## src/hw/rtl/mia_pkg.sv

```systemverilog
package mia_pkg;

  localparam int MAX_DIM = 4;
  localparam int DIM_W   = 2;
  localparam int CNT_W   = 3;
  localparam int CELLS   = MAX_DIM * MAX_DIM;
  localparam int CELL_W  = 4;
  localparam int POS_W   = 5;
  localparam int DATA_W  = 32;
  localparam int ADDR_W  = 4;

  localparam logic signed [DATA_W-1:0] FX_ONE = 32'sh0001_0000;

  localparam logic [1:0] OP_TRANSPOSE = 2'd0;
  localparam logic [1:0] OP_DET       = 2'd1;
  localparam logic [1:0] OP_COFACTOR  = 2'd2;
  localparam logic [1:0] OP_INVERSE   = 2'd3;

  localparam logic [1:0] ST_OK   = 2'd0;
  localparam logic [1:0] ST_SIZE = 2'd1;
  localparam logic [1:0] ST_CALC = 2'd2;

  localparam logic [1:0] REG_ROW_COUNT = 2'd0;
  localparam logic [1:0] REG_COL_COUNT = 2'd1;
  localparam logic [1:0] REG_OPERATION = 2'd2;

  typedef struct packed {
    logic                     start;
    logic signed [DATA_W-1:0] num;
    logic signed [DATA_W-1:0] den;
  } div_req_t;

  typedef struct packed {
    logic                     done;
    logic signed [DATA_W-1:0] quot;
  } div_rsp_t;

endpackage

```

## src/hw/rtl/mia_div.sv

```systemverilog
// Restoring divider: round(|num| * 2^16 / |den|), ties away from zero, signed and saturated.
module mia_div (
  input  logic              clk,
  input  logic              rst_n,
  input  mia_pkg::div_req_t req,
  output mia_pkg::div_rsp_t rsp
);

  localparam int DVD_W = 49;
  localparam int STEP_W = 6;

  logic              neg_r;
  logic [31:0]       ud_r;
  logic [DVD_W-1:0]  dvd_r;
  logic [DVD_W-1:0]  q_r;
  logic [31:0]       rem_r;
  logic [STEP_W-1:0] cnt_r;
  logic              busy_r;
  logic              done_r;

  logic [31:0]      abs_num;
  logic [31:0]      abs_den;
  logic [DVD_W-1:0] dvd_init;
  logic [32:0]      trial;
  logic             fits;

  assign abs_num  = req.num[31] ? 32'(-req.num) : 32'(req.num);
  assign abs_den  = req.den[31] ? 32'(-req.den) : 32'(req.den);
  assign dvd_init = {1'b0, abs_num, 16'h0000} + DVD_W'(abs_den >> 1);
  assign trial    = {rem_r, dvd_r[DVD_W-1]};
  assign fits     = trial >= {1'b0, ud_r};

  always_ff @(posedge clk) begin
    if (!rst_n) begin
      busy_r <= 1'b0;
      done_r <= 1'b0;
    end else if (req.start) begin
      neg_r  <= req.num[31] ^ req.den[31];
      ud_r   <= abs_den;
      dvd_r  <= dvd_init;
      rem_r  <= '0;
      q_r    <= '0;
      cnt_r  <= STEP_W'(DVD_W);
      busy_r <= 1'b1;
      done_r <= 1'b0;
    end else if (busy_r) begin
      rem_r <= fits ? 32'(trial - {1'b0, ud_r}) : trial[31:0];
      q_r   <= {q_r[DVD_W-2:0], fits};
      dvd_r <= {dvd_r[DVD_W-2:0], 1'b0};
      cnt_r <= cnt_r - 1'b1;
      if (cnt_r == STEP_W'(1)) begin
        busy_r <= 1'b0;
        done_r <= 1'b1;
      end
    end
  end

  always_comb begin
    rsp.done = done_r;
    if (neg_r) begin
      rsp.quot = (q_r > DVD_W'(33'h0_8000_0000)) ? 32'sh8000_0000 : 32'(-q_r[31:0]);
    end else begin
      rsp.quot = (q_r > DVD_W'(32'h7fff_ffff)) ? 32'sh7fff_ffff : q_r[31:0];
    end
  end

endmodule

```

## config.mk

```make
export PLATFORM = sky130hd
export DESIGN_NAME = mia_div
export DESIGN_NICKNAME = d
export VERILOG_FILES = /design/src/hw/rtl/mia_pkg.sv /design/src/hw/rtl/mia_div.sv
export SDC_FILE = /design/constraint.sdc
export NUM_CORES = 1
export LEC_CHECK = 0
export BUFFER_PORTS_ARGS = -buffer_cell sky130_fd_sc_hd__buf_4
export CORE_ASPECT_RATIO = 0.8
export CORE_UTILIZATION = 25
export CTS_BUF_LIST = sky130_fd_sc_hd__clkbuf_8
export CTS_CLUSTER_DIAMETER = 60
export DETAILED_ROUTE_END_ITERATION = 7
export PLACE_DENSITY_LB_ADDON = 0.3
export SETUP_SLACK_MARGIN = 0.2
export SLEW_MARGIN = 10
export SYNTH_ARGS = -nofsm -noshare
export SYNTH_HDL_FRONTEND = slang
export SYNTH_SLANG_ARGS = --single-unit
```

## constraint.sdc

```tcl
create_clock -name clk -period 16.1 [get_ports clk]
set_input_delay 3.22 -clock clk [delete_from_list [all_inputs] [get_ports clk]]
set_output_delay 3.22 -clock clk [all_outputs]
set_load 0.03 [all_outputs]
```

==> impl_metrics.ini <==
[synthesis]
async_reset_ff_frac = 0
ys_warn_count = 0
synth_seq_area_share = 0.415
synthesis.area_um2 = 12300
ys_ff_latch = 171
ys.flop_type = edfxtp_1
syn_area_per_cell_um2 = 9.53
synth_cell_types = 76
netlist_instances = 1293
syn-num-nets = 1415
synth_edf_count = 169

[global_route]
grt_pass1_vias = 9522
antenna_found_initial = 0
grt_max_degree = 80
gr-total-overflow = 0
grt_pass1_wl_um = 53000
grtUsageTotal = 0.132

[final_layout]
nNetsFinal = 1486
final_cells = 2006
num_antenna_cells = 0
drive_above_1_share = 0.150
areaGrowthSynthToFinish_pct = 14.5

[timing]
slew_viol_final = 0
setup_tns_ns = 0
finalSetupViolCount = 0
clock_skew_ns = 0.0126
slew_headroom = 0.366
hold_ws_ns = 0.536
finalWorstSetupSlack_ns = 8.46
max_clock_freq_mhz = 131
final-hold-violation-count = 0
rsz0062_at_grt = no
layout_min_cycle_time_ns = 7.64
fin_crit_sh = 0.475
worst_pin_slew_ns = 0.952

[clocking]
ctsHoldBuffers = 0
cts_max_level = 4
root_buffer = clkbuf_8
cts_num_sinks = 171
clk_latency_ns = 0.50
clockBufferDepth = 2
cts_buffers = 17
cts_resized = 0
clk_pin_slew_worst_paths_ns = 0.10
post_cts_buffers = 0
cts_tree = yes

[placed_design]
hpwlAfterDp_um = 23500
placedCellCount = 1974
routabilityCongestion = 0.834
io_buffers = 99
place_ws_ns = 8.03

[drt]
drtIter0Drc = 861
route.detailed.drc = 0
wire_per_inst_um = 16.4
num_vias = 10118
vias_per_cell = 5.04
first_pass_iters = 5
routed_wirelength_um = 32900
final_antenna_net_count = 0

[setup_path]
start_kind = flop
critPathKind = reg2out
cp-end-kind = primary output
cp_max_fo = 27
critPathRequiredTime_ns = 12.88
crit_arrival_ns = 4.42

[floorplan]
die_w_um = 250
die-area_um2 = 50200
start_util = 0.254
core-area_um2 = 48500
row_count = 72
ios = 100
die_height_um = 201

[power]
combPwrFrac = 0.292
p_seq_frac = 0.438
p_int_uw = 851
p_sw_frac = 0.335
pwr_density_cell_nw_per_um2 = 90.7
switching_power_uw = 429
leakage_uw = 0.00523
p_clk_frac = 0.270
peakVddDrop_v = 0.0000584

[run_status]
outcome = finished, final reports clean

[worst_hold_path]
worstHoldPathType = reg2reg

[run]
cap_violations = 0
-- per-stage QoR --
step	instance area, um2	util	total power [uW]
after floorplan	12300	-	834
after global placement	13700	0.282	937
after detailed placement	13700	0.282	940
after CTS	14100	0.291	1290
after global routing	14100	0.291	1350
final	14100	0.291	1280
-- Yosys cell counts, types with 12 or more instances --
cell type / n / share of area
a211oi_1: 14 / 0.0085
a21o_1: 23 / 0.014
a21oi_1: 71 / 0.029
clkbuf_1: 39 / 0.012
edfxtp_1: 169 / 0.41
ha_1: 53 / 0.054
inv_1: 76 / 0.023
mux2_2: 25 / 0.023
nand2_1: 129 / 0.039
nand3_1: 37 / 0.015
nand4_1: 20 / 0.010
nor2_1: 99 / 0.030
nor2b_1: 53 / 0.027
nor3_1: 36 / 0.015
nor4_1: 19 / 0.0096
o21ai_0: 63 / 0.026
o21bai_1: 12 / 0.0073
o311ai_1: 21 / 0.015
o31ai_1: 21 / 0.013
o41ai_1: 15 / 0.011
or2_2: 12 / 0.0061
or3_1: 20 / 0.010
xnor2_1: 75 / 0.053
xor2_1: 27 / 0.019
-- power groups by stage --
stage | logic, uW | registers (uW) | clock network (uW)
floorplan | 270 | 564 | 0
global placement | 367 | 570 | 0
detailed placement | 370 | 571 | 0
CTS | 372 | 561 | 357
global route | 414 | 566 | 373
finish | 373 | 561 | 345
-- worst paths after layout --
path / start / to / slack, ns / depth (start not counted)
hold / removal: dvd_r[23]$_DFFE_PP_ / dvd_r[24]$_DFFE_PP_ / 0.54 / 1
setup / recovery: q_r[3]$_SDFFCE_PP0P_ / rsp[5] / 8.46 / 9
setup reg to reg: ud_r[12]$_DFFE_PP_ / rem_r[30]$_SDFFCE_PP0P_ / 12.06 / 11
hold reg to reg: dvd_r[23]$_DFFE_PP_ / dvd_r[24]$_DFFE_PP_ / 0.54 / 1
-- flip-flops by register name, indices dropped and copies added (netlist names) --
signal and count:
rem_r 32, neg_r 1, ud_r 32, dvd_r 49
q_r 49, busy_r 1, done_r 1, cnt_r 6
-- layer usage --
| metal | GRT usage | routed length, um |
|---|---|---|
| met2 | 0.187 | 13600 |
| met1 | 0.198 | 17000 |
| met5 | 0 | 0 |
| met3 | 0.0254 | 1540 |
| met4 | 0.0427 | 772 |
-- cell type report --
class                           count  area (um2)
Clock inverter                     14         180
Sequential cell                   171        5110
Tap cell                          629         787
Fill cell                        5110       34400
Timing Repair Buffer              107         803
Inverter                           77         297
Multi-Input combinational cell    990        6680
Clock buffer                       18         248
-- cell families (layout without fill, tap and decap cells) --
| logic type | Yosys count | count (layout) | share of synthesized area |
|---|---|---|---|
| simple gates | 481 | 481 | 0.200 |
| xor+xnor | 103 | 103 | 0.0743 |
| mux | 27 | 27 | 0.0245 |
| compound gates | 324 | 324 | 0.186 |
| fa+ha+maj | 55 | 55 | 0.0571 |
| flops | 171 | 171 | 0.415 |
| buf+inv | 132 | 216 | 0.0433 |
-- cells in the final DEF, fill, tap and decap left out, types with 10 or more instances in the layout --
cell      instances
xnor2_1          75
or2_2            12
nor2_1           99
a211oi_1         14
nor3_1           36
o31ai_1          21
edfxtp_1        169
ha_1             53
o41ai_1          15
nor4_1           19
or4_1            10
nand2b_1         10
or3_1            20
xor2_1           27
nand4_1          20
clkbuf_8         18
o21ai_0          63
inv_1            74
o21bai_1         12
mux2_2           25
a21o_1           23
o311ai_1         21
nor2b_1          53
a31oi_1          11
nand2_1         129
a21oi_1          71
nand3_1          36
buf_4           107
-- critical path, cell delays in order (launching register included) --
cell	delay (ns)
edfxtp_1	0.52
or4_4	0.61
nor4_4	0.44
nand4b_4	0.20
o41ai_4	0.70
nand2_4	0.31
clkinv_4	0.15
nand2_4	0.23
o311ai_1	0.50
buf_4	0.24
No activity file was read; power rests on OpenSTA's default activity.
